===== config.mk =====
export PLATFORM = sky130hd
export DESIGN_NAME = fat12_regs
export DESIGN_NICKNAME = d
export VERILOG_FILES = /design/src/sv/fat12_pkg.sv /design/src/sv/fat12_regs.sv
export SDC_FILE = /design/constraint.sdc
export NUM_CORES = 1
export LEC_CHECK = 0
export ABC_AREA = 1
export BUFFER_PORTS_ARGS = -buffer_cell sky130_fd_sc_hd__buf_2
export CAP_MARGIN = 30
export CORE_MARGIN = 2
export CORE_UTILIZATION = 30
export CTS_CLUSTER_SIZE = 28
export DETAILED_ROUTE_END_ITERATION = 10
export PLACE_DENSITY_LB_ADDON = 0.1
export SLEW_MARGIN = 20
export SYNTH_ARGS = -nofsm -noshare
export SYNTH_HDL_FRONTEND = slang
export SYNTH_SLANG_ARGS = --single-unit

===== constraint.sdc =====
create_clock -name clk -period 0.8 [get_ports clk]
set_clock_uncertainty 0.15 [all_clocks]
set_input_delay 0.16 -clock clk [delete_from_list [all_inputs] [get_ports clk]]
set_output_delay 0.16 -clock clk [all_outputs]
set_load 0.01 [all_outputs]

===== src/sv/fat12_pkg.sv =====
package fat12_pkg;

	localparam int MAX_ENTRIES = 4096;
	localparam int ADDR_W = $clog2(MAX_ENTRIES);
	localparam int ENT_W = 12;
	localparam int LINK_W = ENT_W + 1;
	localparam int CFG_ADDR_W = 3;
	localparam int CFG_DATA_W = 32;

	localparam logic [ENT_W-1:0] EOC_VALUE = 12'hFFF;
	localparam logic [ENT_W-1:0] END_MARK_MIN = 12'hFF8;
	localparam logic [ENT_W-1:0] TOP_USABLE = 12'hFF6;
	localparam logic [ENT_W-1:0] NO_LIMIT = 12'hFFF;
	localparam logic [ENT_W-1:0] FIRST_CLUSTER = 12'd2;
	localparam logic [ENT_W-1:0] TOP_MAX = ENT_W'(MAX_ENTRIES - 1);
	localparam logic [ADDR_W-1:0] CLR_LAST = ADDR_W'(MAX_ENTRIES - 1);

	// register index as seen on paddr[CFG_ADDR_W-1:2]
	localparam logic [CFG_ADDR_W-3:0] REG_DATA_CLUSTERS = '0;

	typedef enum logic [1:0] {
		FN_READ,
		FN_WRITE,
		FN_ALLOC,
		FN_WALK
	} func_t;

	typedef enum logic [1:0] {
		ST_OK,
		ST_END,
		ST_FULL,
		ST_ERR
	} status_t;

	typedef enum logic [2:0] {
		S_CLEAR,
		S_IDLE,
		S_READ,
		S_ALLOC,
		S_WALK,
		S_FIN
	} state_t;

	typedef struct packed {
		logic              we;
		logic [ADDR_W-1:0] waddr;
		logic [ENT_W-1:0]  wdata;
		logic              re;
		logic [ADDR_W-1:0] raddr;
	} ram_req_t;

endpackage


===== src/sv/fat12_regs.sv =====
module fat12_regs (
	input  logic                                clk,
	input  logic                                arst_n,
	input  logic                                psel,
	input  logic                                penable,
	input  logic                                pwrite,
	input  logic [fat12_pkg::CFG_ADDR_W-1:0]    paddr,
	input  logic [fat12_pkg::CFG_DATA_W-1:0]    pwdata,
	output logic [fat12_pkg::CFG_DATA_W-1:0]    prdata,
	output logic                                pready,
	output logic [fat12_pkg::ENT_W-1:0]         data_clusters
);
	import fat12_pkg::*;

	logic [ENT_W-1:0] data_clusters_q;
	logic             sel_dc;

	assign sel_dc = (paddr[CFG_ADDR_W-1:2] == REG_DATA_CLUSTERS);

	always_ff @(posedge clk or negedge arst_n) begin
		if (!arst_n) begin
			data_clusters_q <= '0;
		end else if (psel && penable && pwrite && sel_dc) begin
			data_clusters_q <= pwdata[ENT_W-1:0];
		end
	end

	assign pready = 1'b1;
	assign prdata = sel_dc ? CFG_DATA_W'(data_clusters_q) : '0;
	assign data_clusters = data_clusters_q;

endmodule


==> results.yml <==
sta:
  rsz0062_at_grt: "true"
  max_freq_mhz: 812.4
  min_period_over_period_pct: 153.9
  hold_ws_ns: -0.04294
  slew_violations: 0
  finalHoldViolations: 12
  period_needed_ns: 1.231
  post-route-worst-setup-slack_ns: -0.4309
  setup_viol: 34
  tns_ns: -10.02
layout:
  insertedDiodeCount: 0
  area_delta_synth_final_pct: 54.43
  seq_area_um2: 300.3
  fillCellCount: 257
  multi_input_area_um2: 350.3
  nets: 202
  drive_gt1_share_pct: 55.90
  largest_reg_flops: 12
clock_tree:
  insertion_delay_ns: 0.27
  cts-root-buf: "clkbuf_4"
  cts_hold_buf: 1
  cts_tree: "done"
  clk_pin_slew_ns: 0.08
  cts_made_buffers: 3
  cts_buffer_depth: 2
  cts_sinks: 12
  htree_levels: 1
global_route:
  overflow: 0
  grt_max_degree: 13
  grt_pass1_wl_um: 2684
  use_met3_pct: 2.186
  gr-usage-met1_pct: 14.84
  track_usage_pct: 13.24
  grt_most_used_layer: "met2"
  use_met2_pct: 22.29
  antenna_found_initial: 0
  grt_pass1_vias: 625
synth:
  synth_flop_cell: "dfrtp_1"
  ys_types: 11
  ys_ff_latch: 12
  syn_area_um2: 763.2
  synth_warnings: 0
  ys_seq_area_share_pct: 39.34
  yosysMostFrequentCell: "nand2_1"
  yosysTopAreaCellShare_pct: 39.34
  async_flop_share_pct: 100.0
  yosys.area.top_type: "dfrtp_1"
  synth_commonest_cells: "25 x nand2_1, 22 x buf_4, 14 x inv_1"
  synth-edff-count: 0
  yosys-top-cells-area: "dfrtp_1 39%, buf_4 22%, nand2_1 12%, nand3_1 7.9%, inv_1 6.9%"
  netlist_instances: 104
  syn_avg_cell_area_um2: 7.339
setup_path:
  worstSetupEndpointType: "output port"
  max_stage_delay_ns: 0.41
  cp.arrival_ns: 0.92
  worst-path-stages: 3
  worst-setup-path-type: "register to output port"
  slowest_stage: "dfrtp_1"
  rr_worst_depth: 4
  cp-start-kind: "register"
  path_cells: "inv_1, nor2_2, buf_2"
  crit_family: "flip-flops"
  cp_data_required_time_ns: 0.49
  worst-path-buf-inv: 2
  crit_fanout: 3
hold_path:
  hold_class: "input port to register"
  hold_depth: 3
die:
  io_pins: 85
  rows: 18
  die_x_um: 54.44
  die_y_um: 54.44
  start_util_pct: 31.09
  core_area_um2: 2455
  die_area_um2: 2964
pwr:
  pwr-share-seq_pct: 37.0
  clkPwrFrac_pct: 22.6
  p_per_area_nw_per_um2: 1889
  power_frac_comb_pct: 40.4
  ir_worst_vdd_v: 0.0007718
  p_leak_nw: 0.7175
  p_sw_uw: 763.9
  internal_power_mw: 1.463
  swShare_pct: 34.30
routing:
  finalWirelength_um: 1873
  drt_iter0_markers: 9
  wire_per_inst_um: 9.806
  viasPerCell: 3.822
  antenna_left: 0
  dr.pass1.iters: 3
  vias: 730
  drc: 0
status:
  run_status: "finished, violations left"
  violations: "negative hold slack, negative setup slack"
placement:
  routabilityCongestion: 0.6622
  port-buffer-count: 41
  place_ws_ns: -0.2416
  hpwl_um: 1403
flow_run:
  maxCapViolations: 0
## stage by stage
step	utilization [%]	hold slack, ns	power, mW	std cells	cell area, um2
global route	48.01	-0.03947	2.391	191	1179
CTS	44.95	-0.04967	2.108	189	1104
detailed placement	42.61	-0.08761	1.574	183	1046
global placement	42.61	-0.09142	1.565	183	1046
floorplan	-	-0.2856	1.248	123	872.1
finish	48.01	-0.04294	2.227	191	1179
## layout make-up
| type | instances | area share (%) |
|---|---|---|
| sequential | 12 | 25.48 |
| multi-input combinational | 72 | 29.72 |
| clock buffer | 4 | 3.079 |
| inverter | 14 | 5.096 |
| tap | 30 | 3.185 |
| timing repair buffer | 59 | 33.44 |
## routing by layer
layer	part of all wire [%]	up-vias
met5	0	-
met4	2.3	0
met3	8.3	4
met2	49	41
met1	41	306
li1	-	379
## final timing paths
| kind | end | start | slack [ns] |
|---|---|---|---|
| setup / recovery | prdata[11] | data_clusters[11] | -0.43 |
| hold / removal | data_clusters[1] | pwdata[1] | -0.04 |
| setup reg to reg | data_clusters[0] | data_clusters[0] | -0.19 |
| hold reg to reg | data_clusters[3] | data_clusters[3] | 0.37 |
| max in group asynchronous | data_clusters[8] | arst_n | 0.14 |
| min in group asynchronous | data_clusters[10] | arst_n | 0.14 |
## cell usage in the layout, fill, tap and decap left out, types with 5 or more instances in the layout
master,netlist,layout
buf_6,1,9
nand2_1,25,17
dfrtp_1,12,12
nand2_2,1,8
conb_1,2,21
inv_1,14,8
nor2_2,0,12
buf_2,2,39
buf_4,22,9
nand3_1,12,12
inv_2,0,5
## worst reg2reg max path, stage by stage (launching register included)
cell     delay [ns]
dfrtp_1        0.40
buf_4          0.14
buf_6          0.10
nand2_2        0.05
nand2_1        0.05
## logic make-up after synthesis
kind of cell  synth area share [%]
buf+inv                      31.31
other cells                 0.9840
flops                        39.34
simple gates                 28.36
## power groups by stage
stage / combinational [mW] / clock, mW / sequential, mW
after floorplan: 0.383 / 0 / 0.865
after global placement: 0.750 / 0 / 0.815
after detailed placement: 0.755 / 0 / 0.818
after CTS: 0.787 / 0.515 / 0.807
after global routing: 1.00 / 0.547 / 0.839
final: 0.900 / 0.504 / 0.823
## timing repair
item / in CTS / in global routing
pin swaps: 3 / 8
endpoints found under the setup margin: 32 / 36
setup buffers: 4 / 4
gates resized for setup: 1 / 21
endpoints found under the hold margin: 24 / 10
Power figures use the tool's default switching activity.
