===== src/sv/fat12_pkg.sv =====
package fat12_pkg;

	localparam int MAX_ENTRIES = 4096;
	localparam int ADDR_W = $clog2(MAX_ENTRIES);
	localparam int ENT_W = 12;
	localparam int LINK_W = ENT_W + 1;
	localparam int CFG_ADDR_W = 3;
	localparam int CFG_DATA_W = 32;

	localparam logic [ENT_W-1:0] EOC_VALUE = 12'hFFF;
	localparam logic [ENT_W-1:0] END_MARK_MIN = 12'hFF8;
	localparam logic [ENT_W-1:0] TOP_USABLE = 12'hFF6;
	localparam logic [ENT_W-1:0] NO_LIMIT = 12'hFFF;
	localparam logic [ENT_W-1:0] FIRST_CLUSTER = 12'd2;
	localparam logic [ENT_W-1:0] TOP_MAX = ENT_W'(MAX_ENTRIES - 1);
	localparam logic [ADDR_W-1:0] CLR_LAST = ADDR_W'(MAX_ENTRIES - 1);

	// register index as seen on paddr[CFG_ADDR_W-1:2]
	localparam logic [CFG_ADDR_W-3:0] REG_DATA_CLUSTERS = '0;

	typedef enum logic [1:0] {
		FN_READ,
		FN_WRITE,
		FN_ALLOC,
		FN_WALK
	} func_t;

	typedef enum logic [1:0] {
		ST_OK,
		ST_END,
		ST_FULL,
		ST_ERR
	} status_t;

	typedef enum logic [2:0] {
		S_CLEAR,
		S_IDLE,
		S_READ,
		S_ALLOC,
		S_WALK,
		S_FIN
	} state_t;

	typedef struct packed {
		logic              we;
		logic [ADDR_W-1:0] waddr;
		logic [ENT_W-1:0]  wdata;
		logic              re;
		logic [ADDR_W-1:0] raddr;
	} ram_req_t;

endpackage


===== src/sv/fat12_seq.sv =====
module fat12_seq (
	input  logic                             clk,
	input  logic                             arst_n,
	input  logic [fat12_pkg::ENT_W-1:0]      data_clusters,
	input  logic                             in_valid,
	output logic                             in_stall,
	input  logic [1:0]                       func,
	input  logic [fat12_pkg::ENT_W-1:0]      cluster,
	input  logic [fat12_pkg::ENT_W-1:0]      entry_value,
	input  logic [fat12_pkg::ENT_W-1:0]      step_limit,
	output logic                             out_valid,
	input  logic                             out_stall,
	output logic [fat12_pkg::ENT_W-1:0]      result_cluster,
	output logic [fat12_pkg::LINK_W-1:0]     links_followed,
	output logic [1:0]                       status,
	output fat12_pkg::ram_req_t              ram_req,
	input  logic [fat12_pkg::ENT_W-1:0]      ram_rdata
);
	import fat12_pkg::*;

	state_t state_q, state_d, go_state;

	logic [ADDR_W-1:0] clr_q;
	logic [ENT_W-1:0]  cur_q, cur_d;
	logic [ENT_W-1:0]  links_q, links_d, links_n;
	logic [ENT_W-1:0]  limit_q;
	logic              cur_ld;

	logic [ENT_W-1:0]  res_cl_q, res_ln_q;
	status_t           res_st_q;

	logic              out_valid_q;
	logic [ENT_W-1:0]  out_cl_q;
	logic [LINK_W-1:0] out_ln_q;
	status_t           out_st_q;

	logic              fin;
	logic [ENT_W-1:0]  fin_cl, fin_ln;
	status_t           fin_st;

	logic [ENT_W:0]    top_sum;
	logic [ENT_W-1:0]  top_c, max_links;
	logic              accept, out_free;

	function automatic logic valid_cl(input logic [ENT_W-1:0] c, input logic [ENT_W-1:0] t);
		return (c >= FIRST_CLUSTER) && (c <= t);
	endfunction

	// highest usable cluster, saturated to the table and below the marks
	assign top_sum = {1'b0, data_clusters} + (ENT_W + 1)'(1);
	always_comb begin
		top_c = TOP_MAX;
		if (top_sum < {1'b0, TOP_MAX}) begin
			top_c = top_sum[ENT_W-1:0];
		end
		if (top_c > TOP_USABLE) begin
			top_c = TOP_USABLE;
		end
	end
	assign max_links = top_c - FIRST_CLUSTER;

	assign in_stall = (state_q != S_IDLE);
	assign accept   = in_valid && !in_stall;
	assign out_free = !out_valid_q || !out_stall;
	assign links_n  = links_q + ENT_W'(1);

	// operation decode and memory requests
	always_comb begin
		fin      = 1'b0;
		fin_cl   = '0;
		fin_ln   = '0;
		fin_st   = ST_OK;
		go_state = state_q;
		cur_ld   = 1'b0;
		cur_d    = cur_q;
		links_d  = links_q;
		ram_req  = '0;
		case (state_q)
			S_CLEAR: begin
				ram_req.we    = 1'b1;
				ram_req.waddr = clr_q;
				ram_req.wdata = '0;
				go_state = (clr_q == CLR_LAST) ? S_IDLE : S_CLEAR;
			end
			S_IDLE: begin
				if (in_valid) begin
					case (func_t'(func))
						FN_READ: begin
							if (!valid_cl(cluster, top_c)) begin
								fin    = 1'b1;
								fin_st = ST_ERR;
							end else begin
								ram_req.re    = 1'b1;
								ram_req.raddr = cluster[ADDR_W-1:0];
								go_state = S_READ;
							end
						end
						FN_WRITE: begin
							fin = 1'b1;
							if (!valid_cl(cluster, top_c)) begin
								fin_st = ST_ERR;
							end else begin
								ram_req.we    = 1'b1;
								ram_req.waddr = cluster[ADDR_W-1:0];
								ram_req.wdata = entry_value;
							end
						end
						FN_ALLOC: begin
							if (top_c < FIRST_CLUSTER) begin
								fin    = 1'b1;
								fin_st = ST_FULL;
							end else begin
								ram_req.re    = 1'b1;
								ram_req.raddr = FIRST_CLUSTER[ADDR_W-1:0];
								cur_ld   = 1'b1;
								cur_d    = FIRST_CLUSTER;
								go_state = S_ALLOC;
							end
						end
						FN_WALK: begin
							if (!valid_cl(cluster, top_c)) begin
								fin    = 1'b1;
								fin_st = ST_ERR;
							end else if (step_limit != NO_LIMIT && step_limit == '0) begin
								fin    = 1'b1;
								fin_cl = cluster;
							end else begin
								ram_req.re    = 1'b1;
								ram_req.raddr = cluster[ADDR_W-1:0];
								cur_ld   = 1'b1;
								cur_d    = cluster;
								links_d  = '0;
								go_state = S_WALK;
							end
						end
						default: begin
							fin    = 1'b1;
							fin_st = ST_ERR;
						end
					endcase
				end
			end
			S_READ: begin
				fin    = 1'b1;
				fin_cl = ram_rdata;
			end
			S_ALLOC: begin
				if (ram_rdata == '0) begin
					ram_req.we    = 1'b1;
					ram_req.waddr = cur_q[ADDR_W-1:0];
					ram_req.wdata = EOC_VALUE;
					fin    = 1'b1;
					fin_cl = cur_q;
				end else if (cur_q == top_c) begin
					fin    = 1'b1;
					fin_st = ST_FULL;
				end else begin
					cur_ld        = 1'b1;
					cur_d         = cur_q + ENT_W'(1);
					ram_req.re    = 1'b1;
					ram_req.raddr = cur_d[ADDR_W-1:0];
				end
			end
			S_WALK: begin
				if (ram_rdata >= END_MARK_MIN) begin
					fin    = 1'b1;
					fin_cl = cur_q;
					fin_ln = links_q;
					fin_st = ST_END;
				end else if (!valid_cl(ram_rdata, top_c) || links_q >= max_links) begin
					fin    = 1'b1;
					fin_st = ST_ERR;
				end else if (limit_q != NO_LIMIT && links_n == limit_q) begin
					fin    = 1'b1;
					fin_cl = ram_rdata;
					fin_ln = links_n;
				end else begin
					cur_ld        = 1'b1;
					cur_d         = ram_rdata;
					links_d       = links_n;
					ram_req.re    = 1'b1;
					ram_req.raddr = ram_rdata[ADDR_W-1:0];
				end
			end
			S_FIN: begin
				fin    = 1'b1;
				fin_cl = res_cl_q;
				fin_ln = res_ln_q;
				fin_st = res_st_q;
			end
			default: begin
				go_state = S_IDLE;
			end
		endcase
	end

	// next state: a finished word parks in S_FIN while the output is full
	always_comb begin
		state_d = go_state;
		if (fin) begin
			state_d = out_free ? S_IDLE : S_FIN;
		end
	end

	always_ff @(posedge clk or negedge arst_n) begin
		if (!arst_n) begin
			state_q     <= S_CLEAR;
			clr_q       <= '0;
			out_valid_q <= 1'b0;
		end else begin
			state_q <= state_d;
			if (state_q == S_CLEAR) begin
				clr_q <= clr_q + ADDR_W'(1);
			end
			if (fin && out_free) begin
				out_valid_q <= 1'b1;
			end else if (!out_stall) begin
				out_valid_q <= 1'b0;
			end
		end
	end

	always_ff @(posedge clk) begin
		if (accept) begin
			limit_q <= step_limit;
		end
		if (cur_ld) begin
			cur_q   <= cur_d;
			links_q <= links_d;
		end
		if (fin && out_free) begin
			out_cl_q <= fin_cl;
			out_ln_q <= LINK_W'(fin_ln);
			out_st_q <= fin_st;
		end else if (fin) begin
			res_cl_q <= fin_cl;
			res_ln_q <= fin_ln;
			res_st_q <= fin_st;
		end
	end

	assign out_valid      = out_valid_q;
	assign result_cluster = out_cl_q;
	assign links_followed = out_ln_q;
	assign status         = out_st_q;

endmodule


===== config.mk =====
export PLATFORM = sky130hd
export DESIGN_NAME = fat12_seq
export DESIGN_NICKNAME = d
export VERILOG_FILES = /design/src/sv/fat12_pkg.sv /design/src/sv/fat12_seq.sv
export SDC_FILE = /design/constraint.sdc
export NUM_CORES = 1
export LEC_CHECK = 0
export BUFFER_PORTS_ARGS = -buffer_cell sky130_fd_sc_hd__buf_2
export CAP_MARGIN = 20
export CORE_UTILIZATION = 24
export DETAILED_ROUTE_END_ITERATION = 7
export GPL_TIMING_DRIVEN = 0
export SYNTH_ARGS = -nofsm -noshare
export SYNTH_HDL_FRONTEND = slang
export SYNTH_SLANG_ARGS = --single-unit

===== constraint.sdc =====
create_clock -name clk -period 4.3 [get_ports clk]
set_clock_uncertainty 0.05 [all_clocks]
set_input_delay 0.215 -clock clk [delete_from_list [all_inputs] [get_ports clk]]
set_output_delay 0.215 -clock clk [all_outputs]
set_load 0.02 [all_outputs]

==> run metrics, run 1 <==
Yosys reg bits=roughly 100; total CTS buffers=9; met3 usage=a little under 4%; CP required=4.03 ns; Total Routing Usage GR=17.3%; clock-pin slew on the worst setup and hold paths=0.07 ns; hpwl dp=21700 um; Post-Place Worst Slack=-1.16 ns; failing checks=negative setup slack; CTS Sinks=104; status=complete, but fails checks; Power Density=447 nW/um2; syn nets=911; RSZ-0062 raised after global routing=yes; Core Area=30900 um2; Slowest-stage cell, CP=or3_4; Max clock buf depth=2; cell count after synthesis=804; Worst Tran Pin Value=0.878 ns; Synthesis Warnings=0; Crit path largest cell delay=0.35 ns; Worst Path Buf+Inv=4; cell family with most CP delay=compound AO/OA/AOI/OAI gates; I/O pin total=133; Crit. End Element=primary output; initial antenna violation count=4; layout cell share with drive strength beyond 1=28.1%; static leakage=4.09 nW; DRC=0; Worst path most repeated cell=ha_4; Area growth, synth to finish=34.1%; final wirelength=between 20000 and 30000 um; Cell variety after synth=a little over 70; Final Hold Vio Count=0; Worst Path Arrival=4.34 ns; Final WS setup=-0.302 ns; max_cap viols=0; first-pass GRT wire length=42900 um; Hold Crit Class=in -> reg; syn_area_per_cell=9.48 um2; Most Crowded Layer GR=met2; via count=7562; max-slew violation count=0; Hold WS=~0.013 ns; met2 GRT Util=between 20% and 30%; Slew Limit Headroom=41.0%; die height=180 um; Routed Antenna Nets=0; f_max=217 MHz; Detailed Routing Iterations Pass 1=6; Initial DRC Count=802; num rows=64; post-synthesis async set-or-reset flop share=15.4%; Final min period=4.60 ns; Overflow after GRT=0; worst skew pair latency=0.37 ns; DR vias/cell=5.41; Setup violations, final=37; H-tree Lvls=3; Setup CP Type=in -> out; Die X=180 um; Worst VDD drop=0.217 mV; root buffer cell=clkbuf_16; largest net degree at the start of global routing=20; Post-synth EDFFs=between 80 and 90; Worst setup SP type=input port; routed wire length per instance=20.7 um; crit path max fanout=5; CP Cell Sequence=buf_8 > ha_4 > nor2_2 > a32o_2 > o31ai_4 > a21oi_4 > a21o_1 > inv_2 > ha_4 > o21ai_4 > nor3_4 > xor2_2 > ha_1 > a211oi_2 > o221ai_1 > nand2_1 > nand4_1 > or3_4 > o21bai_4 > clkbuf_4 > a2bb2oi_1 > o31ai_1 > buf_2; Starting Density=approximately 25%; Port Buffers=128; CTS tree=done; via count of the first global-routing pass=7080; Cell Area, Synth=7620 um2; GPL Wtd Cong=~0.96; Main synth FF type=edfxtp_1; Tcrit/Tclk final=107%; M1 GR Usage=24.2%; register area share after synthesis=39.9%; Post-layout nets=1101; die area=32500 um2
[layout by cell type, fill, tap and decap left out, types with 7 or more instances in the layout]
| master | instances |
|---|---|
| inv_1 | 24 |
| a222oi_1 | 13 |
| buf_4 | 38 |
| edfxtp_1 | 88 |
| xnor2_1 | 34 |
| buf_6 | 13 |
| nand2_1 | 92 |
| o21ai_0 | 15 |
| nor2_1 | 49 |
| a21o_1 | 17 |
| a221o_1 | 13 |
| dfrtp_1 | 16 |
| o211ai_1 | 15 |
| o21ai_2 | 13 |
| dlygate4sd3_1 | 11 |
| nor4_1 | 11 |
| ha_1 | 39 |
| nand2b_1 | 7 |
| a221oi_1 | 10 |
| buf_2 | 120 |
| buf_12 | 9 |
| a22o_1 | 11 |
| nand3_1 | 41 |
| a21oi_1 | 25 |
| and2_1 | 7 |
| nand4_1 | 22 |
| xor2_1 | 22 |
| clkbuf_1 | 24 |
| clkbuf_16 | 10 |
| and3_1 | 13 |
| nor3_1 | 25 |
[worst register-to-register path: stages, from the launching register on]
cell      delay [ns]
edfxtp_1        0.52
ha_1            0.19
buf_2           0.24
nand3_1         0.19
and3b_1         0.23
nor4_1          0.24
o221ai_1        0.15
or3_1           0.48
o21bai_4        0.30
buf_8           0.17
o21a_4          0.14
buf_4           0.10
o211ai_1        0.16
buf_4           0.23
[cell type report]
| class | count | area (um2) |
|---|---|---|
| Clock buffer | 9 | 225 |
| Antenna cell | 2 | 5.00 |
| Timing Repair Buffer | 178 | 1210 |
| Buffer | 44 | 280 |
| Multi-Input combinational cell | 632 | 4780 |
| Fill cell | 3148 | 20700 |
| Tap cell | 396 | 495 |
| Inverter | 25 | 93.8 |
| Clock inverter | 7 | 85.1 |
| Sequential cell | 104 | 3040 |
[Yosys cell counts (4+ instances only)]
cell	instances	share of area [%]
nand2_1	92	4.5
edfxtp_1	88	35
nor2_1	51	2.5
ha_1	41	6.7
nand3_1	41	2.7
xnor2_1	35	4.0
a21oi_1	30	2.0
clkbuf_1	29	1.4
o21ai_0	27	1.8
nor3_1	26	1.7
inv_1	25	1.2
xor2_1	24	2.8
nand4_1	22	1.8
a21o_1	17	1.7
dfrtp_1	16	5.3
nor4_1	15	1.2
o211ai_1	15	1.5
a221o_1	13	1.7
a222oi_1	13	1.7
and3_1	13	1.1
a22o_1	11	1.3
a221oi_1	10	1.1
o221ai_1	9	1.0
o31ai_1	9	0.89
and2_1	8	0.66
buf_2	8	0.53
or3_1	8	0.66
nand2b_1	7	0.57
and4_1	6	0.69
buf_4	6	0.59
nor3b_1	6	0.59
a21boi_0	5	0.49
nand3b_1	5	0.49
o21ai_1	5	0.33
a31oi_1	4	0.33
nor2b_1	4	0.33
o21a_1	4	0.39
or4_1	4	0.39
[layer usage]
layer  share of wire [%]  wire (um)
met1                  44      12600
met2                  42      12300
met3                  11       3130
met4                 2.8        818
met5               0.094         27
[cells by family after synthesis]
| logic type | share of synthesized area [%] |
|---|---|
| mux | 0.492 |
| simple gates | 21.9 |
| flops | 39.9 |
| other cells | 0.0492 |
| compound gates | 19.5 |
| xor+xnor | 7.37 |
| buf+inv | 4.07 |
| fa+ha+maj | 6.73 |
[sequential cells by signal, summed over array words and instances, names as in the netlist]
signal / flops
clr_q: 12
cur_q: 12
limit_q: 12
links_followed: 12
links_q: 12
out_valid: 1
res_cl_q: 12
res_ln_q: 12
res_st_q: 2
result_cluster: 12
state_q: 3
status: 2
[path summary, 6_finish.rpt]
check                                          from                      to  slack [ns]  cells after the start
min in group asynchronous                    arst_n    clr_q[2]$_DFFE_PN0P_        0.24                      2
setup reg to reg           links_q[0]$_SDFFCE_PN0P_     cur_q[10]$_DFFE_PP_        0.66                     13
max in group asynchronous                    arst_n  state_q[1]$_DFFE_PN0P_        3.70                      2
hold reg to reg                clr_q[2]$_DFFE_PN0P_    clr_q[2]$_DFFE_PN0P_        0.42                      1
setup / recovery                   data_clusters[1]              ram_req[2]       -0.30                     23
hold / removal                        step_limit[5]    limit_q[5]$_DFFE_PP_        0.01                      1
[metrics by stage]
step                utilization (%)  std cells  cell area (um2)  power, W  setup TNS, ns
floorplan                         -        804             7790   0.00267          -1.40
global placement               28.9       1328             8930   0.00331        -160.37
detailed placement             29.0       1331             8950   0.00335        -159.69
CTS                            32.0       1382             9900   0.00445          -2.24
global route                   33.0       1395            10200   0.00476         -13.08
finish                         33.1       1397            10200   0.00457          -5.44
[power breakdown]
part	internal [W]	switching, W
clock	0.000465	0.000426
combinational	0.000793	0.00127
sequential	0.00141	0.000201
[repair_timing]
action | CTS | global route
resized for setup | 81 | 40
hold buffers | 11 | 0
cloned | 3 | 1
endpoints found under the hold margin | 26 | 0
endpoints found under the setup margin | 166 | 157
pin swaps | 19 | 28
setup buffers | 22 | 12
No activity file was read; power rests on OpenSTA's default activity.
==> inputs of run 2 (changes only) <==
BUFFER_PORTS_ARGS = -buffer_cell sky130_fd_sc_hd__buf_4   (was -buffer_cell sky130_fd_sc_hd__buf_2)
PLACE_DENSITY = 0.52   (was not set)
==> run metrics, run 2 (synthesis results as in run 1) <==
Power Density=441 nW/um2; Slowest-stage cell, CP=or3_4; Final WS setup=-0.229 ns; DR vias/cell=5.45; initial antenna violation count=0; Crit path largest cell delay=a little under 0.4 ns; die height=180 um; Layout Cells excl Fill=1403; Final min period=around 4.5 ns; die area=32500 um2; DRC=0; Worst Tran Pin Value=1.16 ns; Core Area=just over 30000 um2; GPL Wtd Cong=about 0.85; max-slew violation count=0; Tcrit/Tclk final=105%; num rows=64; Routed Antenna Nets=0; Power Total=roughly 0.0046 W; clock-pin slew on the worst setup and hold paths=0.09 ns; Max clock buf depth=2; routed wire length per instance=21.2 um; Starting Density=24.7%; commonest non-fill, non-tap cell in the layout=buf_4; Area growth, synth to finish=37.6%; Port Buffers=128; total CTS buffers=9; Setup CP Type=in -> out; Total Routing Usage GR=18.0%; cell family with most CP delay=compound AO/OA/AOI/OAI gates; Hold Crit Class=in -> reg; Worst setup SP type=input port; final wirelength=29700 um; Post-layout nets=1109; Slew Limit Headroom=22.0%; CP required=4.03 ns; placed insts=1330; Setup violations, final=37; Die X=about 180 um; Overflow after GRT=0; layout cell share with drive strength beyond 1=28.0%; Worst path most repeated cell=buf_4; Worst Path Buf+Inv=5; crit path max fanout=7; Initial DRC Count=~700; max_cap viols=0; status=complete, but fails checks; diode count=0; Final Hold Vio Count=0; via count of the first global-routing pass=7446; static leakage=4.14 nW; I/O pin total=between 100 and 150; Worst VDD drop=0.207 mV; M1 GR Usage=24.1%; RSZ-0062 raised after global routing=yes; met3 usage=3.46%; worst skew pair latency=0.37 ns; Hold WS=0.180 ns; H-tree Lvls=3; Worst Path Arrival=4.26 ns; first-pass GRT wire length=44700 um; setup_tns=-4.35 ns; Most Crowded Layer GR=met2; f_max=221 MHz; Post-Place Worst Slack=-1.12 ns; hpwl dp=around 22000 um; root buffer cell=clkbuf_16; Detailed Routing Iterations Pass 1=6; CTS Sinks=104; most frequent cells in the layout=buf_4, nand2_1, edfxtp_1; CP Cell Sequence=buf_4 > and4_1 > a31oi_2 > or2_1 > buf_6 > a21oi_4 > a21o_1 > inv_2 > ha_4 > o21ai_4 > nor3_2 > xor2_1 > ha_1 > a211oi_2 > o221ai_1 > nand2_1 > nand4_1 > or3_4 > o21bai_4 > buf_4 > a2bb2oi_1 > o31ai_1 > buf_4; met2 GRT Util=about 29%; largest net degree at the start of global routing=19; CTS tree=done; via count=7642; failing checks=negative setup slack; Crit. End Element=primary output
## run 2: cell count changes in the layout (fill, tap and decap cells not counted), moves of 3 or more
| cell | delta |
|---|---|
| o21ai_4 | +7 |
| buf_2 | -113 |
| buf_6 | -3 |
| buf_4 | +126 |
| o21ai_2 | -9 |
## run 2: final cells by class
class                      instances  area [um2]
buffer                            43         270
fill                            3216       20400
timing repair inverter             1        7.51
clock buffer                      10         229
inverter                          25        97.6
tap                              396         495
clock inverter                     6        73.8
sequential                       104        3040
multi-input combinational        632        4760
timing repair buffer             186        1510
## run 2: path summary, 6_finish.rpt
path | from | to | slack [ns] | cells after the start
max in group asynchronous | arst_n | state_q[1]$_DFFE_PN0P_ | 3.79 | 2
worst max-delay path | data_clusters[7] | ram_req[2] | -0.23 | 23
min in group asynchronous | arst_n | clr_q[1]$_DFFE_PN0P_ | 0.19 | 2
worst min register to register | clr_q[2]$_DFFE_PN0P_ | clr_q[2]$_DFFE_PN0P_ | 0.42 | 1
worst max register to register | state_q[1]$_DFFE_PN0P_ | res_ln_q[7]$_DFFE_PP_ | 0.38 | 10
worst min-delay path | cluster[11] | cur_q[11]$_DFFE_PP_ | 0.18 | 3
## run 2: stage by stage
stage	util, %	cell area, um2
final	33.9	10500
after global routing	33.9	10500
after CTS	32.9	10200
after detailed placement	30.0	9270
after global placement	29.9	9250
after floorplan	-	7790
## run 2: repair_timing
item / in CTS / in global routing
setup endpoints to repair: 166 / 158
pin swaps: 19 / 30
setup buffers: 24 / 16
hold buffers: 13 / 0
endpoints found under the hold margin: 28 / 0
resized for setup: 65 / 40
gates cloned: 5 / 0
## run 2: routing by layer
| layer | vias to the layer above | routed length [um] |
|---|---|---|
| met5 | - | 0 |
| met4 | 0 | 783 |
| met3 | 56 | 2420 |
| met2 | 402 | 13500 |
| met1 | 3698 | 13000 |
| li1 | 3486 | - |
## run 2: worst reg2reg max path, stage by stage (launching register included)
cell	delay, ns
dfrtp_1	0.36
clkbuf_1	0.18
nor3b_1	0.68
nand2_1	0.37
nor3_1	0.66
or2_2	0.28
nor3_1	0.07
nand2_1	0.14
nor4_4	0.05
buf_6	0.17
a21oi_4	0.55
## run 2: report_power, final
group	internal [W]	total, W	switching, W
combinational	0.000867	0.00213	0.00126
clock	0.000462	0.000877	0.000414
sequential	0.00141	0.00162	0.000207
==> inputs of run 3 (changes only) <==
CELL_PAD_IN_SITES_DETAIL_PLACEMENT = 0   (was not set)
CELL_PAD_IN_SITES_GLOBAL_PLACEMENT = 1   (was not set)
PLACE_DENSITY = 0.62   (was 0.52)
==> run metrics, run 3 (synthesis results as in run 1) <==
status=complete, but fails checks; failing checks=negative setup slack; Worst Path Buf+Inv=6; Worst path most repeated cell=buf_4; static leakage=4.16 nW; H-tree Lvls=3; largest net degree at the start of global routing=20; Crit path largest cell delay=~0.4 ns; Slew Limit Headroom=41.2%; Slowest-stage cell, CP=a221o_1; DR vias/cell=5.32; layout cell share with drive strength beyond 1=28.0%; Power Density=434 nW/um2; via count of the first global-routing pass=7411; Starting Density=24.7%; Die X=180 um; total CTS buffers=9; most frequent cells in the layout=buf_4, nand2_1, edfxtp_1; Hold WS=0.181 ns; diode count=0; CP required=4.03 ns; Power Total=0.00456 W; crit path max fanout=5; Hold Crit Class=in -> reg; max-slew violation count=0; first-pass GRT wire length=44800 um; CP Cell Sequence=buf_8 > ha_4 > buf_4 > a211oi_4 > o31ai_4 > buf_4 > buf_4 > a221o_1 > and2_2 > xnor2_1 > ha_1 > a21oi_1 > o221ai_2 > nand2_1 > nand4_1 > or3_1 > o21bai_4 > buf_8 > o21a_4 > o211ai_1 > buf_4; Tcrit/Tclk final=105%; RSZ-0062 raised after global routing=yes; commonest non-fill, non-tap cell in the layout=buf_4; Port Buffers=128; via count=7459; CTS tree=done; f_max=221 MHz; worst skew pair latency=0.37 ns; I/O pin total=133; cell family with most CP delay=compound AO/OA/AOI/OAI gates; Final WS setup=-0.225 ns; max_cap viols=0; Max clock buf depth=2; Area growth, synth to finish=37.9%; Total Routing Usage GR=18.0%; Initial DRC Count=586; die height=around 180 um; Crit. End Element=primary output; hpwl dp=22000 um; Final Hold Vio Count=0; num rows=64; GPL Wtd Cong=approximately 0.85; DRC=0; Core Area=just over 30000 um2; Final min period=4.52 ns; Worst VDD drop=0.189 mV; Routed Antenna Nets=0; Worst Path Arrival=around 4.3 ns; final wirelength=29500 um; die area=32500 um2; Worst Tran Pin Value=0.875 ns; Overflow after GRT=0; root buffer cell=clkbuf_16; CTS Sinks=about 100; Setup violations, final=30; Setup CP Type=in -> out; clock-pin slew on the worst setup and hold paths=0.08 ns; Detailed Routing Iterations Pass 1=6; routed wire length per instance=~21 um; initial antenna violation count=1; Post-layout nets=1109; Worst setup SP type=input port; Post-Place Worst Slack=-1.13 ns
==> run 3: report_power, final <==
part | switching (W) | internal [W] | total, W
Clock | 0.000421 | 0.000405 | 0.000827
Combinational | 0.00123 | 0.000881 | 0.00211
Sequential | 0.000204 | 0.00141 | 0.00162
Total | 0.00186 | 0.00270 | 0.00456
==> run 3: layout make-up <==
class | instances | area (um2)
clock buffer | 9 | 225
tap | 396 | 495
inverter | 25 | 93.8
timing repair buffer | 186 | 1580
buffer | 44 | 282
multi-input combinational | 632 | 4730
clock inverter | 7 | 62.6
sequential | 104 | 3040
fill | 3171 | 20400
==> run 3: timing repair <==
| item | 4_1_cts | 5_1_grt |
|---|---|---|
| hold buffers | 13 | 0 |
| pin swaps | 22 | 20 |
| endpoints found under the hold margin | 28 | 0 |
| setup endpoints to repair | 166 | 157 |
| setup buffers | 26 | 13 |
| cloned | 3 | 2 |
| resized for setup | 49 | 57 |
==> run 3: layer usage <==
layer | vias to the layer above | wire length (um) | global-route usage, %
li1 | 3504 | - | -
met1 | 3612 | 13100 | 24.1
met2 | 299 | 13700 | 29.8
met3 | 42 | 2060 | 3.19
met4 | 2 | 548 | 4.58
met5 | - | 9 | 0
==> run 3: tightest hold or removal path: stages <==
cell      delay [ns]
buf_4           0.13
nand2_1         0.06
o211ai_1        0.07
==> run 3: per-stage QoR <==
step | cell area (um2) | util (%) | TNS (ns) | cells
floorplan | 7790 | - | -1.40 | 804
global placement | 9250 | 29.9 | -151.44 | 1328
detailed placement | 9270 | 30.0 | -139.60 | 1331
CTS | 10100 | 32.7 | -1.88 | 1388
global route | 10500 | 34.0 | -10.36 | 1403
finish | 10500 | 34.0 | -3.12 | 1403
==> run 3: final timing paths <==
kind / start / to / slack (ns) / depth (start not counted)
min: cluster[9] / cur_q[9]$_DFFE_PP_ / 0.18 / 3
max: data_clusters[1] / ram_req[12] / -0.22 / 21
max in group asynchronous: arst_n / clr_q[9]$_DFFE_PN0P_ / 3.81 / 2
min in group asynchronous: arst_n / clr_q[3]$_DFFE_PN0P_ / 0.19 / 2
max reg2reg: links_q[0]$_SDFFCE_PN0P_ / status[0]$_DFFE_PP_ / 0.76 / 12
min reg2reg: clr_q[2]$_DFFE_PN0P_ / clr_q[2]$_DFFE_PN0P_ / 0.45 / 1
